==> config.mk <==
export PLATFORM = sky130hd
export DESIGN_NAME = rgblab_fifo
export DESIGN_NICKNAME = d
export VERILOG_FILES = /design/src/rtl/rgblab_pkg.sv /design/src/rtl/rgblab_fifo.sv
export SDC_FILE = /design/constraint.sdc
export NUM_CORES = 1
export LEC_CHECK = 0
export BUFFER_PORTS_ARGS = -buffer_cell sky130_fd_sc_hd__buf_2
export CELL_PAD_IN_SITES_DETAIL_PLACEMENT = 0
export CELL_PAD_IN_SITES_GLOBAL_PLACEMENT = 1
export CORE_UTILIZATION = 40
export CTS_BUF_LIST = sky130_fd_sc_hd__clkbuf_16
export CTS_CLUSTER_DIAMETER = 150
export DETAILED_ROUTE_END_ITERATION = 16
export PLACE_DENSITY = 0.66
export SYNTH_ARGS = -nofsm -noshare
export SYNTH_HDL_FRONTEND = slang
export SYNTH_SLANG_ARGS = --single-unit
==> constraint.sdc <==
create_clock -name clk -period 5.75 [get_ports clk]
set_clock_uncertainty 0.2 [all_clocks]
set_input_delay 0.575 -clock clk [delete_from_list [all_inputs] [get_ports clk]]
set_output_delay 0.575 -clock clk [all_outputs]
set_load 0.01 [all_outputs]
==> src/rtl/rgblab_pkg.sv <==
// Shared constants, types and the sRGB linearization table for the CIELAB converter.
`timescale 1ns / 1ps

package rgblab_pkg;

    // matrix coefficients, Q16
    localparam logic [15:0] MX_R = 16'd27031;
    localparam logic [15:0] MX_G = 16'd23434;
    localparam logic [15:0] MX_B = 16'd11824;
    localparam logic [15:0] MY_R = 16'd13938;
    localparam logic [15:0] MY_G = 16'd46869;
    localparam logic [15:0] MY_B = 16'd4730;
    localparam logic [15:0] MZ_R = 16'd1267;
    localparam logic [15:0] MZ_G = 16'd7811;
    localparam logic [15:0] MZ_B = 16'd62274;

    // D65 white point, Q16, and reciprocals scaled by 2^34
    localparam logic [15:0] WHITE_X = 16'd62289;
    localparam logic [16:0] WHITE_Z = 17'd71353;
    localparam int          WHITE_SHIFT = 34;
    localparam logic [18:0] RECIP_X = 19'((64'd1 << WHITE_SHIFT) / 64'(WHITE_X));
    localparam logic [18:0] RECIP_Z = 19'((64'd1 << WHITE_SHIFT) / 64'(WHITE_Z));

    // Lab f(): knee and linear segment 903292*t + 1048634000 over 116000
    localparam logic [16:0] F_KNEE     = 17'd580;
    localparam logic [19:0] LIN_SLOPE  = 20'd903292;
    localparam logic [30:0] LIN_OFFSET = 31'd1048634000;
    localparam logic [16:0] LIN_DIV    = 17'd116000;
    localparam int          LIN_SHIFT  = 32;
    localparam logic [15:0] RECIP_LIN  = 16'((64'd1 << LIN_SHIFT) / 64'(LIN_DIV));
    localparam int          CBRT_STEPS = 17;

    localparam int L_MAX = 25600;

    localparam int FIFO_DEPTH = 4;

    // normalized XYZ word passed from front to back
    typedef struct packed {
        logic [16:0] zn;
        logic [16:0] yn;
        logic [16:0] xn;
    } xyz_t;

    typedef struct packed {
        logic full;
        logic empty;
    } fifo_status_t;

    typedef logic [16:0] lin_table_t [256];

    // one entry of the sRGB linearization curve, Q1.16
    function automatic logic [16:0] lin_entry(input int c);
        logic [63:0] cc;
        logic [63:0] t;
        logic [63:0] q;
        logic [63:0] r;
        logic [63:0] cand;
        logic [63:0] p;
        logic [63:0] res;
        cc = 64'(c);
        r  = '0;
        if (cc <= 64'd10)
        begin
            res = (cc * 64'd6553600 + 64'd164730) / 64'd329460;
        end
        else
        begin
            t = ((64'd1000 * cc + 64'd14025) << 30) / 64'd269025;
            q = (t * t) >> 30;
            for (int k = 30; k >= 0; k--)
            begin
                cand = r | (64'd1 << k);
                p = cand;
                for (int i = 0; i < 4; i++)
                begin
                    p = (p * cand) >> 30;
                end
                if (cand <= (64'd1 << 30) && p <= q)
                begin
                    r = cand;
                end
            end
            res = (((q * r) >> 30) + 64'd8192) >> 14;
        end
        return res[16:0];
    endfunction

    function automatic lin_table_t build_lin_table();
        lin_table_t tbl;
        for (int c = 0; c < 256; c++)
        begin
            tbl[c] = lin_entry(c);
        end
        return tbl;
    endfunction

    localparam lin_table_t LIN_TABLE = build_lin_table();

endpackage

==> src/rtl/rgblab_fifo.sv <==
// Small register queue between the front and back pipelines.
`timescale 1ns / 1ps

module rgblab_fifo #(
    parameter int DEPTH = rgblab_pkg::FIFO_DEPTH
) (
    input  logic                     clk,
    input  logic                     rst_n,
    input  logic                     push,
    input  rgblab_pkg::xyz_t         din,
    input  logic                     pop,
    output rgblab_pkg::xyz_t         dout,
    output rgblab_pkg::fifo_status_t status
);

    localparam int PW = (DEPTH > 1) ? $clog2(DEPTH) : 1;
    localparam int CW = $clog2(DEPTH + 1);

    rgblab_pkg::xyz_t mem_reg [DEPTH];
    logic [PW-1:0] wr_reg, rd_reg;
    logic [CW-1:0] cnt_reg;

    always_ff @(posedge clk or negedge rst_n)
    begin
        if (!rst_n)
        begin
            wr_reg  <= '0;
            rd_reg  <= '0;
            cnt_reg <= '0;
        end
        else
        begin
            if (push)
            begin
                wr_reg <= (wr_reg == PW'(DEPTH - 1)) ? '0 : wr_reg + 1'b1;
            end
            if (pop)
            begin
                rd_reg <= (rd_reg == PW'(DEPTH - 1)) ? '0 : rd_reg + 1'b1;
            end
            if (push && !pop)
            begin
                cnt_reg <= cnt_reg + 1'b1;
            end
            else if (pop && !push)
            begin
                cnt_reg <= cnt_reg - 1'b1;
            end
        end
    end

    always_ff @(posedge clk)
    begin
        if (push)
        begin
            mem_reg[wr_reg] <= din;
        end
    end

    assign dout         = mem_reg[rd_reg];
    assign status.full  = (cnt_reg == CW'(DEPTH));
    assign status.empty = (cnt_reg == '0);

    a_cnt_bound: assert property (@(posedge clk) disable iff (!rst_n)
        cnt_reg <= CW'(DEPTH))
        else $error("queue count beyond depth");

    a_cnt_up: assert property (@(posedge clk) disable iff (!rst_n)
        push && !pop |=> cnt_reg == $past(cnt_reg) + 1'b1)
        else $error("queue count missed a push");

endmodule

## After elaboration in Yosys (flattened, before gate mapping)

Memory sizes are Yosys's and may differ from the RTL's.
Index checks and enable logic that the tools add are counted.

| operators by class | value |
|---|---|
| equality and inequality tests | 3 |
| muxes and demuxes | 6 |
| add/sub/neg operators | 4 |
| reductions and logical operators | 6 |

Operators by type and width:

| operator | count |
|---|---|
| 3-bit two-way mux | 2 |
| 2-bit by 1-bit adder with 2-bit output (second input constant) | 2 |
| 2-bit equality test (second input constant) | 2 |
| 2-bit two-way mux | 2 |
| 3-bit by 1-bit adder with 3-bit output (second input constant) | 1 |
| 3-bit equality test (second input constant) | 1 |
| 3-bit logical NOT | 1 |
| 3-bit by 1-bit subtractor with 3-bit output (second input constant) | 1 |
| 1-bit logical AND | 2 |
| 1-bit logical NOT | 2 |
| 1-bit two-way mux | 2 |
| 2-bit nonzero test | 1 |

| word-level totals | value |
|---|---|
| word-level logic and storage cells | 23 |
| bits in writable memories | 204 |
| flip-flop bits (word level) | 7 |
| memories kept | 1 |

Memory list:

| name | depth | width | rd ports | clocked after Yosys merged registers in | wr ports | line | text |
|---|---|---|---|---|---|---|---|
| mem_reg | 4 | 51 | 1 | 0 | 1 | rgblab_fifo.sv:19 | `rgblab_pkg::xyz_t mem_reg [DEPTH];` |

## Depth between registers and ports, before layout

Gate-level depths: netlist of the first run.

| logic depth | value |
|---|---|
| depth in word-level cells | 4 |
| gate-level depth with buffers | 7 |
| depth with buffers taken out | 7 |

## Worst setup path after synthesis of the first run

Ideal clock, no wire load.

| timing | value |
|---|---|
| kind | register to register |
| from | reg wr_reg[0] |
| to | mem mem_reg[2][0] in the netlist's numbering (enable) |
| arrival time | 1838 ps |
| cell stages (with the launch flop) | 4 |
| path buffers | 0 |
| library setup time | 414 ps |
| slack | 3298 ps |
| cells stage by stage | dfrtp_1 > inv_1 > ha_1 > and2_1 |

RTL lines:

| element | line | text |
|---|---|---|
| start, declared | rgblab_fifo.sv:20 | `logic [PW-1:0] wr_reg, rd_reg;` |
| start signal, assigned | rgblab_fifo.sv:35 | `wr_reg <= (wr_reg == PW'(DEPTH - 1)) ? '0 : wr_reg + 1'b1;` |
| end, declared | rgblab_fifo.sv:19 |  |

No word-level cell before the write port.

==> metrics.txt, run 1 <==
run status finished, final reports clean; peak supply drop 0.252 mV; CP Launch Point rd_reg[0]$_DFFE_PN0P_; Register Area 6310 um2; die area 20200 um2; hold path cells 1; top post-synthesis cells by area edfxtp_1 (78%), mux4_2 (14%), dfrtp_1 (2.2%); CTS root buffer clkbuf_16; Post-DRT Antenna Nets 0; Clk Latency, worst-skew pair 480 ps; worst r2r src wr_reg[0]$_DFFE_PN0P_; Worst Setup Slack, final 2490 ps; total track usage 14.0%; relative slew slack 25.9%; Syn-to-layout area delta 18.9%; Yosys warning total 0; layout net count 491; # Post-CTS Setup Buffers 0; top cell type's share of synthesized area 78.2%; # IOs approximately 110; # Max-Cap Violations 0; area of the multi-input gates about 1400 um2; Final Max Tran Viols 0; worst hold path type in -> reg; Final period util 56.7%; Clock transition at path regs 60 ps; final hold slack 101 ps; Die Wd 142 um; fin crit period roughly 3300 ps; largest net degree at the start of global routing between 50 and 60; DR WL/cell 19.3 um; Vias 3451; Yosys reg bits 211; final design utilization 49.1%; grt ovf 0; first-pass GRT wire length 21100 um; DRT Pass-1 Iters 4; CTS Buf Count 22; commonest non-fill, non-tap cells in the layout edfxtp_1 (204), buf_2 (107), mux4_2 (48), clkbuf_16 (23), inv_1 (12); DP HPWL 7860 um; Fill cells 1543; Initial Util 41.3%; crit path max fanout 54; number of port buffers 107; Final GP Congestion 0.638; final WL 13600 um; sequential area share after synthesis 80.4%; DRC viols 0; Ant. Diodes 0; commonest non-fill, non-tap cell in the layout edfxtp_1; Post-Route Setup TNS 0 ps; initial antenna violation count 3; highest clock rate 307 MHz; worst setup path endpoint dout[40]; Power Total 4640 uW; reg2reg path depth 4; dpl ws 2930 ps; Largest register FFs between 200 and 250; synth unique cells 20; pwr dens 498 nW/um2; Syn Area/Cell 25.8 um2; Syn Std Cell Area 7840 um2; core area approximately 19000 um2; Final Hold Vio Count 0; Bufs on Longest Clock Path 3; Syn Inst Count around 300; TritonCTS clock tree yes; Crit. End Element output port; required time worst endpoint approximately 5000 ps; r2r endpoint mem_reg[2][32]$_DFFE_PP_; DR vias/cell approximately 4.9; Die Height 142 um; H-tree levels 1; Rows 50; RSZ-0062 raised after global routing false; 1st-iter DRT viols 174; share of cells above drive strength 1 44.3%; critical path type reg -> out; Leakage ~0.0032 uW; reg2reg setup slack 3390 ps; vias in the first global route 3790; area leader, netlist edfxtp_1; Slew @ Worst Pin 1110 ps; syn_nets 366; Critical Path AT roughly 2500 ps; Final Setup Violations 0; CP startpoint kind flop; # clock sinks 211
==> worst max-delay path, stage by stage (launching register included) <==
cell     delay [ps]
dfrtp_4        1140
mux4_1          650
buf_2           150
==> per-layer routing <==
layer	track usage (%)	up-vias	wire length (um)
met2	23.9	84	6740
met1	17.6	1790	5730
li1	-	1545	-
met5	0	-	45
met3	4.07	26	882
met4	3.62	6	205
==> Yosys cell counts, drive strengths merged <==
cell type / n
inv: 4
buf: 11
and2: 4
dfrtp: 7
nor3: 1
clkbuf: 1
fa: 1
xnor2: 1
edfxtp: 204
nor3b: 1
ha: 6
nand2: 2
nor2: 3
xor2: 2
mux4: 51
o21ai: 2
mux2: 3
==> stage by stage <==
stage               cell area (um2)  std cells
floorplan                      7840        304
detailed placement             8610        664
CTS                            9320        705
global route                   9320        705
finish                         9320        705
global placement               8610        664
==> worst min path at each step <==
stage | slack [ps] | start | end
2_1_floorplan | 80 | rst_n | cnt_reg[0]$_DFFE_PN0P_
3_3_place_gp | 220 | rst_n | cnt_reg[2]$_DFFE_PN0P_
3_5_place_dp | 230 | rst_n | cnt_reg[1]$_DFFE_PN0P_
4_1_cts | 80 | din[21] | mem_reg[0][21]$_DFFE_PP_
5_1_grt | 90 | din[27] | mem_reg[0][27]$_DFFE_PP_
6_report | 100 | din[27] | mem_reg[1][27]$_DFFE_PP_
==> kinds of logic (layout without fill, tap and decap cells) <==
family | after synthesis | count (layout) | synth area share [%]
DFF | 211 | 211 | 80.4
buffers and inverters | 16 | 157 | 1.98
AOI/OAI and AO/OA | 2 | 2 | 0.128
and+or+nand+nor | 11 | 11 | 0.718
muxes | 54 | 54 | 15.2
xor gates and xnor gates | 3 | 3 | 0.335
adders and majority gates | 7 | 7 | 1.21
==> final cells by class <==
cell class | count | area share [%]
flip-flops and latches | 211 | 67.7
well taps | 260 | 3.49
multi-input cells | 77 | 14.9
inverters | 4 | 0.161
clock buffers | 23 | 6.18
repair buffers | 113 | 6.26
clock inverters | 17 | 1.33
==> where the power goes <==
group / internal [uW] / total, uW / switching, uW
logic: 577 / 1140 / 565
clock network: 809 / 1350 / 540
registers: 1980 / 2150 / 172
==> repair_timing <==
action | in CTS | in global routing
hold endpoints to repair | 7 | 0
endpoints found under the setup margin | 0 | 0
resized for setup | 0 | 0
hold buffers | 1 | 0
No activity file was read; power rests on OpenSTA's default activity.
==> run 2: changes to the inputs <==
==> constraint.sdc (replaced) <==
create_clock -name clk -period 3.24 [get_ports clk]
set_clock_uncertainty 0.2 [all_clocks]
set_input_delay 0.324 -clock clk [delete_from_list [all_inputs] [get_ports clk]]
set_output_delay 0.324 -clock clk [all_outputs]
set_load 0.01 [all_outputs]
==> run 2 against run 1 <==
  * Via count rose by 7.3%
  * First-iteration DRC count fell by 5.2%
  * Flip-flop and latch count did not move
  * Sequential power rose by 77%
  * Clock power rose by 70%
  * Sequential share of layout area fell by 4.0 points
  * Register-to-register slack got worse by 2200 ps
  * Die area did not move
  * Power rose by 78%
  * Final cell count rose by 8.7%
  * Critical path type unchanged
  * Largest cell class unchanged
  * Largest power group unchanged
  * Highest routed layer is now met4
==> metrics.txt, run 2 (synthesized netlist as in run 1, its figures left out) <==
commonest non-fill, non-tap cells in the layout edfxtp_1 (204), buf_2 (107), dlygate4sd3_1 (55), mux4_2 (48), clkbuf_16 (23); Initial Util 41.3%; Leakage 0.00348 uW; Slew @ Worst Pin ~700 ps; DRC viols 0; commonest non-fill, non-tap cell in the layout edfxtp_1; Final period util 90.6%; Final Max Tran Viols 0; Final GP Congestion 0.672; Die Wd between 100 and 150 um; Worst Path Buf+Inv 2; # IOs 108; final design utilization between 50% and 60%; Final Setup Violations 0; final WL 13800 um; layout net count roughly 550; number of port buffers roughly 110; total track usage 14.2%; area of the multi-input gates 1390 um2; Clock transition at path regs roughly 60 ps; Crit path largest cell delay 880 ps; TritonCTS clock tree yes; clock network fraction of total power approximately 28%; CP startpoint kind flop; relative slew slack 54.5%; die area approximately 20000 um2; Switching Power 2280 uW; Largest register FFs 204; CTS Buf Count 22; largest net degree at the start of global routing 36; Switching Share 27.6%; Fill cells around 1500; H-tree levels 1; Post-DRT Antenna Nets 0; RSZ-0062 raised after global routing false; Clk Latency, worst-skew pair roughly 490 ps; Final Hold Vio Count 0; # clock sinks 211; DR WL/cell 18.0 um; DR vias/cell 4.83; CP Launch Point rd_reg[0]$_DFFE_PN0P_; Rows 50; 1st-iter DRT viols approximately 170; pwr dens 833 nW/um2; Die Height 142 um; share of cells above drive strength 1 40.4%; peak supply drop 0.376 mV; DP HPWL 8180 um; Post-Route Setup TNS 0 ps; critical path type reg -> out; # Post-CTS Setup Buffers 0; crit path cell chain buf_4 -> mux4_2 -> buf_2; Crit. End Element output port; DRT Pass-1 Iters 4; initial antenna violation count 1; Vias 3703; highest clock rate 341 MHz; Register Area 6310 um2; core area about 19000 um2; # Max-Cap Violations 0; Power Total 8250 uW; dpl ws around 740 ps; worst r2r src wr_reg[0]$_DFFE_PN0P_; critical path's slowest cell dfrtp_4; Top delay family on crit path flip-flops; grt ovf 0; internal power 5970 uW; CTS root buffer clkbuf_16; Combinational Power Share 26.0%; worst hold path type reg -> reg; min-delay src cnt_reg[2]$_DFFE_PN0P_; crit path max fanout 35; Worst Setup Slack, final between 300 and 400 ps; Critical Path AT 2410 ps; Bufs on Longest Clock Path 3; first-pass GRT wire length about 21000 um; run status finished, final reports clean; final hold slack 292 ps; required time worst endpoint ~2700 ps; fin crit period between 2000 and 3000 ps; sequential power share 46.1%; Syn-to-layout area delta 26.3%; post-CTS resize count 0; vias in the first global route between 3000 and 4000
==> run 2: metrics by stage <==
step,instances,area [um2]
global route,766,9900
CTS,765,9900
finish,766,9900
global placement,670,8680
floorplan,304,7840
detailed placement,670,8680
==> run 2: power groups by stage <==
stage / logic [uW] / registers [uW] / clock network [uW]
after floorplan: 1640 / 3660 / 0
after global placement: 2130 / 3850 / 0
after detailed placement: 2160 / 3880 / 0
after CTS: 2210 / 3820 / 2380
after global routing: 2340 / 3870 / 2480
final: 2150 / 3800 / 2300
==> run 2: worst reg2reg max path, stage by stage, from the launching register on <==
cell and delay (ps):
dfrtp_1 410, inv_1 110, ha_1 140, and2_2 510, buf_12 310
==> run 2: cell type report <==
| type | count | area share [%] |
|---|---|---|
| antenna | 1 | 0.0253 |
| clock buffer | 23 | 5.81 |
| clock inverter | 17 | 0.973 |
| inverter | 4 | 0.152 |
| multi-input combinational | 77 | 14.0 |
| sequential | 211 | 63.7 |
| tap | 260 | 3.29 |
| timing repair buffer | 173 | 12.1 |
==> run 2: path summary, 6_finish.rpt <==
check                                                end  slack (ps)  depth (start not counted)
worst max-delay path                             dout[5]         310                          3
worst min-delay path              cnt_reg[2]$_DFFE_PN0P_         290                          1
worst max register to register  mem_reg[0][11]$_DFFE_PP_        1210                          4
worst min register to register    cnt_reg[2]$_DFFE_PN0P_         290                          1
max in group asynchronous          rd_reg[0]$_DFFE_PN0P_        1910                          3
min in group asynchronous          wr_reg[0]$_DFFE_PN0P_         620                          3
==> run 2: per-layer routing <==
layer	vias up	share of wire, %	GRT usage [%]
met4	0	2.2	4.07
met1	1924	44	18.7
met5	-	0	0
li1	1665	-	-
met3	25	4.3	2.89
met2	89	50	24.0
==> run 2: what timing repair did <==
item                                    in CTS  in global routing
endpoints found under the hold margin      215                  0
endpoints found under the setup margin       0                  0
hold buffers                                55                  0
==> run 3: changes to the inputs <==
--- a/config.mk
+++ b/config.mk
@@ -12,7 +12,7 @@
 export CTS_BUF_LIST = sky130_fd_sc_hd__clkbuf_16
 export CTS_CLUSTER_DIAMETER = 150
 export DETAILED_ROUTE_END_ITERATION = 16
-export PLACE_DENSITY = 0.66
+export PLACE_DENSITY_LB_ADDON = 0.1
 export SYNTH_ARGS = -nofsm -noshare
 export SYNTH_HDL_FRONTEND = slang
 export SYNTH_SLANG_ARGS = --single-unit
==> run 3 against run 2 <==
  * Final cell count rose by 0.13%
  * Wire length rose by 3.0%
  * Register-to-register slack got worse by 20 ps
  * Hold slack got worse by 7.8 ps
  * Sequential share of layout area fell by 0.22 points
  * Die area did not move
  * Sequential power barely moved
  * First-iteration DRC count fell by 18%
  * Critical path type unchanged
==> metrics.txt, run 3 (synthesized netlist as in run 1, its figures left out) <==
hold path cells 1; Final Max Tran Viols 0; Critical Path AT between 2000 and 2500 ps; initial antenna violation count 0; GRT met2 Usage 25.9%; met1 Use GR 18.5%; worst hold path type reg -> reg; Largest register FFs 204; Clk Latency, worst-skew pair roughly 500 ps; fin crit period 2940 ps; Final GP Congestion between 0.6 and 0.7; 1st-iter DRT viols 136; dpl ws 733 ps; Rows 50; final design utilization 52.4%; Clock transition at path regs 60 ps; DRC viols 0; DP HPWL 8580 um; critical path type reg -> out; pwr dens 841 nW/um2; Die Height about 140 um; Die Wd 142 um; total track usage 14.6%; reg2reg path depth 4; Leakage 0.00350 uW; met3 Track Usage GR 2.56%; TritonCTS clock tree yes; Worst Setup Slack, final between 300 and 400 ps; layout net count 553; Initial Util 41.3%; Post-Route Setup TNS 0 ps; Final period util 90.6%; number of port buffers 107; r2r endpoint mem_reg[0][4]$_DFFE_PP_; commonest non-fill, non-tap cells in the layout edfxtp_1 (204), buf_2 (107), dlygate4sd3_1 (55), mux4_2 (48), clkbuf_16 (23); share of cells above drive strength 1 40.4%; Syn-to-layout area delta 26.8%; RSZ-0062 raised after global routing false; H-tree levels 1; commonest non-fill, non-tap cell in the layout edfxtp_1; Final Setup Violations 0; reg2reg setup slack around 1200 ps; Post-DRT Antenna Nets 0; Final Hold Vio Count 0; final hold slack 284 ps; core area approximately 19000 um2; required time worst endpoint 2720 ps; Vias approximately 3700; CP startpoint kind flop; DR vias/cell 4.82; run status finished, final reports clean; # clock sinks 211; Fill cells 1542; Bufs on Longest Clock Path 3; Ant. Diodes 0; first-pass GRT wire length approximately 22000 um; Hold Path End cnt_reg[2]$_DFFE_PN0P_; DR WL/cell 18.5 um; # Max-Cap Violations 0; vias in the first global route between 4000 and 5000; relative slew slack 48.5%; highest clock rate 341 MHz; Top Usage Layer GRT met2; CTS Buf Count 23; final WL 14200 um; crit path max fanout 38; worst r2r src wr_reg[0]$_DFFE_PN0P_; largest net degree at the start of global routing 39; CTS root buffer clkbuf_16; DRT Pass-1 Iters 4; grt ovf 0; Slew @ Worst Pin 773 ps; Crit. End Element output port; die area 20200 um2; # IOs around 110; peak supply drop 0.345 mV; min-delay src cnt_reg[2]$_DFFE_PN0P_
-- run 3: where the power goes --
part / total, uW / internal [uW] / switching (uW)
registers: 3810 / 3510 / 303
clock network: 2390 / 1440 / 948
logic: 2160 / 1120 / 1040
-- run 3: area by class of cell --
cell class              instances  area [um2]  area share [%]
clock inverters                18         125            1.26
clock buffers                  23         576            5.79
well taps                     260         325            3.27
repair buffers                174        1200            12.1
multi-input cells              77        1390            14.0
inverters                       4        15.0           0.151
flip-flops and latches        211        6310            63.5
-- run 3: how the worst max path moves through the flow --
stage,from,to,slack [ps],cells past startpoint
final,rd_reg[0]$_DFFE_PN0P_,dout[22],300,3
after CTS,rd_reg[0]$_DFFE_PN0P_,dout[22],210,3
after global routing,rd_reg[0]$_DFFE_PN0P_,dout[19],120,3
after floorplan,wr_reg[0]$_DFFE_PN0P_,mem_reg[2][0]$_DFFE_PP_,790,3
after global placement,rd_reg[0]$_DFFE_PN0P_,dout[21],750,3
after detailed placement,rd_reg[0]$_DFFE_PN0P_,dout[22],730,3
-- run 3: what timing repair did --
| item | CTS | global route |
|---|---|---|
| buffers inserted | 0 | 0 |
| hold endpoints to repair | 215 | 0 |
| gates resized for setup | 0 | 0 |
| hold buffers | 55 | 0 |
-- run 3: metal layers --
layer	share of wire, %	vias to the layer above
li1	-	1670
met1	42	1913
met2	52	90
met3	4.1	21
met4	1.6	0
met5	0	-
-- run 3: critical path: stages, from the launching register on --
cell	delay (ps)
dfrtp_4	940
buf_4	310
mux4_2	510
buf_2	150
-- run 3: through the flow --
stage          cell area [um2]  total power [uW]  cells
6_report                  9930              8360    767
4_1_cts                   9930              8540    767
3_5_place_dp              8680              6070    671
3_3_place_gp              8680              6040    671
5_1_grt                   9930              8790    767
2_1_floorplan             7840              5290    304
